===== src/dht_pkg.sv =====
// ----------------------------------------------------------------------------
// dht_pkg
// Types, codes and constants shared by the double-hashing table modules.
// ----------------------------------------------------------------------------
`default_nettype none

package dht_pkg;

   localparam int TABLE_SIZE_DEF = 16;
   localparam int KEY_W          = 31;
   localparam int SLOT_OUT_W     = 4;
   localparam int STEP_BASE      = 7;
   localparam int STEP_W         = 3;
   // key is reduced a digit at a time, padded to a whole number of digits
   localparam int DIGIT_W        = 4;
   localparam int HASH_W         = 32;
   localparam int HASH_STEPS     = HASH_W / DIGIT_W;
   localparam int HASH_CNT_W     = $clog2(HASH_STEPS);

   localparam logic MODE_INSERT = 1'b0;
   localparam logic MODE_SEARCH = 1'b1;

   typedef enum logic [1:0] {
      STATUS_INSERTED  = 2'd0,
      STATUS_FULL      = 2'd1,
      STATUS_FOUND     = 2'd2,
      STATUS_NOT_FOUND = 2'd3
   } status_type;

   typedef enum logic [2:0] {
      ST_CLEAR,
      ST_IDLE,
      ST_HASH,
      ST_SEED,
      ST_READ,
      ST_CHECK
   } state_type;

   typedef struct packed {
      logic       load;
      logic       hash;
      logic       seed;
      logic       clear;
      logic       rd;
      logic       adv;
      logic       wr;
      logic       rsp_load;
      logic       rsp_hit;
      status_type rsp_status;
   } dht_cmd_type;

   typedef struct packed {
      logic hash_last;
      logic clear_last;
      logic probe_last;
      logic mode;
      logic used;
      logic match;
      logic rsp_free;
   } dht_stat_type;

endpackage

`default_nettype wire


===== src/dht_dpath.sv =====
// ----------------------------------------------------------------------------
// dht_dpath
// Datapath: key reduction, probe walk, slot memory and result register.
// ----------------------------------------------------------------------------
`default_nettype none

module dht_dpath
   import dht_pkg::*;
#(
   parameter int TABLE_SIZE = TABLE_SIZE_DEF
) (
   input  wire logic                  clock,
   input  wire logic                  reset,
   input  wire dht_cmd_type           cmd,
   output dht_stat_type               stat,
   input  wire logic                  req_mode,
   input  wire logic [KEY_W-1:0]      req_key,
   output logic                       rsp_valid,
   input  wire logic                  rsp_stall,
   output logic [1:0]                 rsp_status,
   output logic [SLOT_OUT_W-1:0]      rsp_slot
);

   localparam int SLOT_W = $clog2(TABLE_SIZE);
   localparam logic [SLOT_W:0]   SIZE_WIDE = (SLOT_W + 1)'(TABLE_SIZE);
   localparam logic [SLOT_W-1:0] LAST_SLOT = SLOT_W'(TABLE_SIZE - 1);
   localparam logic [STEP_W:0]   BASE_WIDE = (STEP_W + 1)'(STEP_BASE);

   // request capture and key reduction
   logic                  mode_ff;
   logic [KEY_W-1:0]      key_ff;
   logic [HASH_W-1:0]     shift_ff, shift_in;
   logic [HASH_CNT_W-1:0] dig_ff, dig_in;
   logic [SLOT_W-1:0]     rem_n_ff, rem_n_in;
   logic [STEP_W-1:0]     rem7_ff, rem7_in;
   logic [SLOT_W:0]       t_n;
   logic [STEP_W:0]       t_7;

   // probe walk
   logic [SLOT_W-1:0]     cur_ff, cur_in;
   logic [STEP_W-1:0]     step_ff, step_in;
   logic [SLOT_W-1:0]     cnt_ff, cnt_in;
   logic [SLOT_W:0]       sum;

   // clearing pass
   logic [SLOT_W-1:0]     clr_ff, clr_in;

   // slot memory: used bit on top of the key
   logic [KEY_W:0]        mem [TABLE_SIZE];
   logic [KEY_W:0]        rd_ff;
   logic                  mem_we;
   logic [SLOT_W-1:0]     mem_addr;
   logic [KEY_W:0]        mem_wdata;

   // result register
   logic                  rsp_valid_ff, rsp_valid_in;
   logic [1:0]            status_ff;
   logic [SLOT_OUT_W-1:0] slot_ff;
   logic [SLOT_W+SLOT_OUT_W-1:0] slot_ext;

   // one digit of key mod TABLE_SIZE and key mod 7 per cycle
   always_comb begin
      rem_n_in = rem_n_ff;
      rem7_in  = rem7_ff;
      t_n      = '0;
      t_7      = '0;
      for (int i = 0; i < DIGIT_W; i++) begin
         t_n = {rem_n_in, shift_ff[HASH_W-1-i]};
         if (t_n >= SIZE_WIDE) begin
            t_n = t_n - SIZE_WIDE;
         end
         rem_n_in = t_n[SLOT_W-1:0];
         t_7 = {rem7_in, shift_ff[HASH_W-1-i]};
         if (t_7 >= BASE_WIDE) begin
            t_7 = t_7 - BASE_WIDE;
         end
         rem7_in = t_7[STEP_W-1:0];
      end
      if (cmd.load) begin
         rem_n_in = '0;
         rem7_in  = '0;
      end
   end

   assign shift_in = cmd.load ? {1'b0, req_key} : (shift_ff << DIGIT_W);
   assign dig_in   = cmd.load ? '0 : dig_ff + 1'b1;

   // next slot on the probe path; step is below the table size
   always_comb begin
      sum = {1'b0, cur_ff} + {{(SLOT_W - STEP_W + 1){1'b0}}, step_ff};
      if (sum >= SIZE_WIDE) begin
         sum = sum - SIZE_WIDE;
      end
   end

   assign cur_in  = cmd.seed ? rem_n_ff : sum[SLOT_W-1:0];
   assign step_in = STEP_W'(BASE_WIDE - {1'b0, rem7_ff});
   assign cnt_in  = cmd.seed ? '0 : cnt_ff + 1'b1;
   assign clr_in  = clr_ff + 1'b1;

   always_ff @(posedge clock) begin
      if (cmd.load) begin
         mode_ff <= req_mode;
         key_ff  <= req_key;
      end
      if (cmd.load || cmd.hash) begin
         shift_ff <= shift_in;
         rem_n_ff <= rem_n_in;
         rem7_ff  <= rem7_in;
      end
      if (cmd.seed) begin
         step_ff <= step_in;
      end
      if (cmd.seed || cmd.adv) begin
         cur_ff <= cur_in;
         cnt_ff <= cnt_in;
      end
   end

   always_ff @(posedge clock) begin
      if (reset) begin
         dig_ff <= '0;
         clr_ff <= '0;
      end else begin
         if (cmd.load || cmd.hash) begin
            dig_ff <= dig_in;
         end
         if (cmd.clear) begin
            clr_ff <= clr_in;
         end
      end
   end

   // memory port: clearing pass or insert
   assign mem_we    = cmd.clear || cmd.wr;
   assign mem_addr  = cmd.clear ? clr_ff : cur_ff;
   assign mem_wdata = cmd.clear ? '0 : {1'b1, key_ff};

   always_ff @(posedge clock) begin
      if (mem_we) begin
         mem[mem_addr] <= mem_wdata;
      end
      if (cmd.rd) begin
         rd_ff <= mem[cur_ff];
      end
   end

   // result register
   assign slot_ext     = {{SLOT_OUT_W{1'b0}}, cur_ff};
   assign rsp_valid_in = cmd.rsp_load || (rsp_valid_ff && rsp_stall);

   always_ff @(posedge clock) begin
      if (reset) begin
         rsp_valid_ff <= 1'b0;
      end else begin
         rsp_valid_ff <= rsp_valid_in;
      end
   end

   always_ff @(posedge clock) begin
      if (cmd.rsp_load) begin
         status_ff <= cmd.rsp_status;
         slot_ff   <= cmd.rsp_hit ? slot_ext[SLOT_OUT_W-1:0] : '0;
      end
   end

   assign rsp_valid  = rsp_valid_ff;
   assign rsp_status = status_ff;
   assign rsp_slot   = slot_ff;

   assign stat.hash_last  = (dig_ff == HASH_CNT_W'(HASH_STEPS - 1));
   assign stat.clear_last = (clr_ff == LAST_SLOT);
   assign stat.probe_last = (cnt_ff == LAST_SLOT);
   assign stat.mode       = mode_ff;
   assign stat.used       = rd_ff[KEY_W];
   assign stat.match      = (rd_ff[KEY_W-1:0] == key_ff);
   assign stat.rsp_free   = !rsp_valid_ff || !rsp_stall;

endmodule

`default_nettype wire


===== src/dht_ctrl.sv =====
// ----------------------------------------------------------------------------
// dht_ctrl
// Controller: clearing pass, key reduction, probe sequencing and outcome.
// ----------------------------------------------------------------------------
`default_nettype none

module dht_ctrl
   import dht_pkg::*;
(
   input  wire logic         clock,
   input  wire logic         reset,
   input  wire logic         req_valid,
   output logic              req_stall,
   output dht_cmd_type       cmd,
   input  wire dht_stat_type stat
);

   state_type  state_ff, state_in;
   logic       fin;
   logic       fin_hit;
   logic       fin_wr;
   status_type fin_status;

   always_ff @(posedge clock) begin
      if (reset) begin
         state_ff <= ST_CLEAR;
      end else begin
         state_ff <= state_in;
      end
   end

   always_comb begin
      state_in   = state_ff;
      cmd        = '0;
      req_stall  = 1'b1;
      fin        = 1'b0;
      fin_hit    = 1'b0;
      fin_wr     = 1'b0;
      fin_status = STATUS_NOT_FOUND;
      case (state_ff)
         ST_CLEAR: begin
            cmd.clear = 1'b1;
            if (stat.clear_last) begin
               state_in = ST_IDLE;
            end
         end
         ST_IDLE: begin
            req_stall = 1'b0;
            if (req_valid) begin
               cmd.load = 1'b1;
               state_in = ST_HASH;
            end
         end
         ST_HASH: begin
            cmd.hash = 1'b1;
            if (stat.hash_last) begin
               state_in = ST_SEED;
            end
         end
         ST_SEED: begin
            cmd.seed = 1'b1;
            state_in = ST_READ;
         end
         ST_READ: begin
            cmd.rd   = 1'b1;
            state_in = ST_CHECK;
         end
         ST_CHECK: begin
            if (stat.mode == MODE_INSERT) begin
               if (!stat.used) begin
                  fin        = 1'b1;
                  fin_hit    = 1'b1;
                  fin_wr     = 1'b1;
                  fin_status = STATUS_INSERTED;
               end else if (stat.probe_last) begin
                  fin        = 1'b1;
                  fin_status = STATUS_FULL;
               end
            end else begin
               if (!stat.used) begin
                  fin        = 1'b1;
                  fin_status = STATUS_NOT_FOUND;
               end else if (stat.match) begin
                  fin        = 1'b1;
                  fin_hit    = 1'b1;
                  fin_status = STATUS_FOUND;
               end else if (stat.probe_last) begin
                  fin        = 1'b1;
                  fin_status = STATUS_NOT_FOUND;
               end
            end
            if (!fin) begin
               cmd.adv  = 1'b1;
               state_in = ST_READ;
            end else if (stat.rsp_free) begin
               // hold here until the result register has room
               cmd.rsp_load   = 1'b1;
               cmd.rsp_hit    = fin_hit;
               cmd.rsp_status = fin_status;
               cmd.wr         = fin_wr;
               state_in       = ST_IDLE;
            end
         end
         default: begin
            state_in = ST_IDLE;
         end
      endcase
   end

endmodule

`default_nettype wire


===== src/double_hash_table.sv =====
// ----------------------------------------------------------------------------
// double_hash_table
// Open-addressed hash table of 31-bit keys with double hashing.
// ----------------------------------------------------------------------------
// Each item inserts (mode 0) or searches for (mode 1) one key. The home slot
// is key mod TABLE_SIZE and the probe step is 7 - (key mod 7); probe i visits
// (home + i * step) mod TABLE_SIZE, at most TABLE_SIZE probes per item. An
// insert takes the first empty slot (duplicates are kept) or reports table
// full; a search stops at a matching key (found) or an empty slot (not
// found). Status codes: 0 inserted, 1 table full, 2 found, 3 not found; slot
// carries the low 4 bits of the slot index, 0 for full and not found.
// One item is worked on at a time. An item is accepted, its key is reduced
// four key bits a cycle through the mod TABLE_SIZE and mod 7 remainder
// units, the probe is seeded, and each probe is a registered read of the
// slot memory followed by a compare. The result sits in an output register,
// and the next item is taken while it waits. After reset the block clears
// the slot memory one entry a cycle and holds req_stall high until the
// clearing pass is done.
// ----------------------------------------------------------------------------
`default_nettype none

module double_hash_table
   import dht_pkg::*;
#(
   parameter int TABLE_SIZE = TABLE_SIZE_DEF
) (
   input  wire logic                  clock,
   input  wire logic                  reset,
   input  wire logic                  req_valid,
   output logic                       req_stall,
   input  wire logic                  req_mode,
   input  wire logic [KEY_W-1:0]      req_key,
   output logic                       rsp_valid,
   input  wire logic                  rsp_stall,
   output logic [1:0]                 rsp_status,
   output logic [SLOT_OUT_W-1:0]      rsp_slot
);

   // commands from the controller, status back from the datapath
   dht_cmd_type  cmd;
   dht_stat_type stat;

   // sequence clearing, key reduction and probes
   dht_ctrl u_ctrl (
      .clock     (clock),
      .reset     (reset),
      .req_valid (req_valid),
      .req_stall (req_stall),
      .cmd       (cmd),
      .stat      (stat)
   );

   // hold the key, walk the probe path, own the memory and result register
   dht_dpath #(
      .TABLE_SIZE (TABLE_SIZE)
   ) u_dpath (
      .clock      (clock),
      .reset      (reset),
      .cmd        (cmd),
      .stat       (stat),
      .req_mode   (req_mode),
      .req_key    (req_key),
      .rsp_valid  (rsp_valid),
      .rsp_stall  (rsp_stall),
      .rsp_status (rsp_status),
      .rsp_slot   (rsp_slot)
   );

endmodule

`default_nettype wire


===== config.mk =====
export PLATFORM = sky130hd
export DESIGN_NAME = double_hash_table
export DESIGN_NICKNAME = d
export VERILOG_FILES = /design/src/dht_pkg.sv /design/src/dht_dpath.sv /design/src/dht_ctrl.sv /design/src/double_hash_table.sv
export SDC_FILE = /design/constraint.sdc
export NUM_CORES = 1
export LEC_CHECK = 0
export ABC_CLOCK_PERIOD_IN_PS = 7400
export BUFFER_PORTS_ARGS = -buffer_cell sky130_fd_sc_hd__buf_2
export CELL_PAD_IN_SITES_DETAIL_PLACEMENT = 1
export CELL_PAD_IN_SITES_GLOBAL_PLACEMENT = 1
export CORE_AREA = 3 3 233 189
export DETAILED_ROUTE_END_ITERATION = 12
export DIE_AREA = 0 0 236 192
export GPL_TIMING_DRIVEN = 0
export PLACE_DENSITY_LB_ADDON = 0.1
export SYNTH_ARGS = -nofsm -noshare
export SYNTH_HDL_FRONTEND = slang
export SYNTH_SLANG_ARGS = --single-unit

===== constraint.sdc =====
create_clock -name clock -period 7.4 [get_ports clock]
set_input_delay 1.48 -clock clock [delete_from_list [all_inputs] [get_ports clock]]
set_output_delay 1.48 -clock clock [all_outputs]
set_load 0.02 [all_outputs]

==> results by group <==
Route
  – Routed Antenna Nets: 0
  – Via count: 12,500
  – WL/cell: 34.7 µm
  – Residual DRC: 0
  – Drt total wl: about 65,000 µm
  – DR iter-0 viols: 1,611
  – DRT Pass-1 Iters: 5
  – Via-per-instance ratio: 6.66

Job
  – Number of max-cap violations: 0

Timing
  – Clock skew: 0.0189 ns
  – # setup viols final: 0
  – Final Cycle Share: between 60 and 70%
  – Pins over their slew limit: 0
  – Final Hold Vio Count: 0
  – Post-layout min period: 4.78 ns
  – Setup tns final: 0 ns
  – Slew margin rel.: 14.0%
  – Unrepaired setup endpoints after global routing: false
  – Slew @ Worst Pin: 1.29 ns
  – Max Freq: 209 MHz
  – Worst hold margin: roughly 0.56 ns

Clock tree
  – Sink Count: 643
  – Hold Buf Count CTS: 0
  – Clock Pin Slew Worst Setup and Hold Paths: 0.06 ns
  – Post-CTS Setup Bufs: 0
  – Clock Path Buffers: 3
  – CTS Buf Count: 60
  – Clock Latency Late Sink: about 0.62 ns
  – H-tree Lvls: 2
  – CTS tree: built
  – Clock Tree Root: clkbuf_16
  – CTS resizes: 0

Pwr
  – Comb power frac: about 2.2%
  – Peak VDD IR: 191 µV
  – Switch Pwr: 0.00144 W
  – Cell Int Power: 0.00576 W
  – Clock share of power: 41.6%
  – Static leakage: 9.15 nW
  – Sequential Power Share: 56.2%
  – Sw Ratio: approximately 20%
  – Power per Cell Area: 253 nW/µm²

Finish
  – Fin area: approximately 28,000 µm²
  – Diodes inserted: 0
  – Area delta synth->final: 13.5%
  – Layout fillers: 3,247
  – Finished Layout Cells: between 1,500 and 2,000
  – Nets: 1,321
  – Post-layout util: 68.0%
  – Fraction of layout instances using a drive strength above 1: between 20% and 30%

Global route
  – First-pass GRT wire length: 94,000 µm
  – Pin count of the biggest net entering global routing: 27
  – Grt total ovfl: 0
  – Initial antenna violation count: 2
  – Global-route total usage across every layer: 29.6%
  – Vias in the first global route: about 13,000

Logic synthesis
  – Mapped Area: 25,000 µm²
  – Simple-gate share of the synthesized area: 3.35%
  – Avg Inst Size Synth: 21.9 µm²
  – Synth warn: 0
  – Post-synthesis mux area share: 15.8%
  – Count of cell types in the netlist: 50
  – Compound-gate portion of the synthesized area: 1.16%
  – Post-synthesis register bit count: between 600 and 700
  – Number of enable flip-flop cells after synthesis: about 630
  – Seq/Total Area, Yosys: 76.7%
  – Syn nets: 1,194
  – Combinational family with the most area after synthesis: multiplexers
  – Area share of fa/ha/maj cells after synthesis: 0.630%
  – Share of synthesized registers carrying an async set or reset: 0%
  – Top FF cell, synth: edfxtp_1
  – Synth Area in XOR/XNOR: ~1.5%
  – Cell count after synthesis: approximately 1,100

Setup path
  – Max stage delay on crit path: 0.58 ns
  – Cell Chain, Critical Path: ha_1 -> a21oi_1 -> xnor2_1 -> ha_1 -> nand2_1 -> a21oi_1 -> or4_1 -> and2_1 -> ha_1 -> inv_1 -> nand2_1 -> mux2_2 -> o311ai_1 -> ha_1 -> a21oi_1 -> nor4bb_1 -> a211oi_2 -> mux2i_1 -> nor2_1
  – Max FO, Critical Path: 8
  – Crit path kind: register to register
  – Critical Path AT: a little over 5 ns
  – CP Capture Type: register
  – Slowest cell on crit path: or4_1
  – Reg2reg path depth: 19
  – Most used cell, CP: ha_1
  – Startpoint types: register
  – CP required: roughly 7.8 ns

Floorplan
  – Die area: about 45,000 µm²
  – Initial Util: 59.9%
  – Height of the die: 192 µm
  – Row count: 67
  – Die width: between 200 and 250 µm
  – Num ports: 44
  – Core area: 41,800 µm²

Placement
  – DP Cell Count: roughly 1,800
  – IO buf count: between 40 and 50
  – Placement Cell Area: 26,500 µm²
  – Routability Congestion: 0.770
  – Hpwl dp: 41,600 µm

Hold path
  – Min-Delay Path Depth: 2
  – Min-Delay Path Class: register to register

Run status
  – Status: finished clean
## flip-flops by register name, indices dropped and copies added, names as in the netlist, 2 cells and up
name,cells
u_dpath.mem,512
u_dpath.rd_ff,32
u_dpath.shift_ff,32
u_dpath.key_ff,31
u_dpath.clr_ff,4
u_dpath.cnt_ff,4
u_dpath.cur_ff,4
u_dpath.rem_n_ff,4
u_dpath.rsp_slot,4
u_ctrl.state_ff,3
u_dpath.dig_ff,3
u_dpath.rem7_ff,3
u_dpath.step_ff,3
u_dpath.rsp_status,2
## final timing paths
check,to,from,slack (ns)
setup / recovery,u_dpath.rem7_ff[1],u_dpath.rem7_ff[0],2.62
hold / removal,u_dpath.cur_ff[0],u_dpath.rem_n_ff[0],0.56
setup reg to reg,u_dpath.rem7_ff[1],u_dpath.rem7_ff[0],2.62
hold reg to reg,u_dpath.cur_ff[0],u_dpath.rem_n_ff[0],0.56
## cells in the mapped netlist (all sizes together) (2+ instances only)
cell	count	area, µm²
edfxtp	632	19000
mux4	160	3600
nor2	40	150
nor2b	37	231
clkbuf	31	116
mux2	28	315
xor2	26	228
nand2	22	82.6
buf	18	78.8
xnor2	16	140
a21oi	14	70.1
inv	12	45.0
dfxtp	11	220
ha	11	138
and2	10	62.6
nor3	10	50.1
a31oi	7	43.8
nor4	7	43.8
nand3	6	30.0
nor3b	5	37.5
o21ai	5	25.0
nand4	4	25.0
mux2i	3	30.0
nand2b	3	18.8
a22oi	2	15.0
o31ai	2	15.0
or2	2	12.5
or4	2	18.8
## layout make-up
cell class                      count  area, µm²  share of cell area (%)
Clock buffer                       77       1620                    5.68
Multi-Input combinational cell    442       5750                    20.2
Timing Repair Buffer               65        662                    2.33
Clock inverter                     31        273                   0.959
Tap cell                          552        691                    2.43
Buffer                             49        196                   0.691
Inverter                           12       45.0                   0.158
Sequential cell                   643      19200                    67.5
## through the flow
stage | total power [W] | setup WS, ns
global placement | 0.00424 | 0.399
finish | 0.00720 | 2.62
detailed placement | 0.00428 | 2.70
CTS | 0.00723 | 2.65
global route | 0.00740 | 2.26
floorplan | 0.00418 | 2.59
## power groups by stage
stage | logic [W] | clock network, W | registers, W
final | 0.000156 | 0.00300 | 0.00404
after global routing | 0.000162 | 0.00319 | 0.00405
after CTS | 0.000157 | 0.00303 | 0.00404
after detailed placement | 0.000156 | 0 | 0.00412
after global placement | 0.000122 | 0 | 0.00412
after floorplan | 0.0000666 | 0 | 0.00411
## critical path: cells and delay by family (launching register included)
family / cells / cell delay (ns)
compound gates: 5 / 0.94
xor+xnor: 1 / 0.14
fa+ha+maj: 4 / 1.18
buf+inv: 1 / 0.13
flops: 1 / 0.46
mux: 2 / 0.49
simple gates: 6 / 1.16
## cells in the final DEF (no fill, tap or decap), drive strengths merged, types with 3 or more instances in the layout
cell type,count
nand2,22
nor3,10
nand2b,3
mux2i,3
ha,11
nor4,7
mux2,28
nor2,40
xnor2,16
clkinvlp,4
and2,10
clkbuf,108
a21oi,14
clkinv,22
dfxtp,11
mux4,160
bufinv,4
o21ai,5
a31oi,7
xor2,26
buf,83
edfxtp,632
nor2b,37
inv,13
nand3,6
nand4,4
nor3b,5
## cells by family after synthesis
group,Yosys count
flip-flops,643
multiplexers,191
AND/OR/NAND/NOR,156
buffers and inverters,61
XOR/XNOR,42
AO/OA/AOI/OAI,41
adder cells (fa/ha/maj),12
## layer usage
metal / wire, µm / GRT usage [%] / share of wire (%)
met1: 26500 / 42.7 / 41
met2: 31700 / 47.7 / 49
met3: 5360 / 5.90 / 8.3
met4: 1330 / 7.34 / 2.0
met5: 13 / 0 / 0.020
No activity file was read; power rests on OpenSTA's default activity.
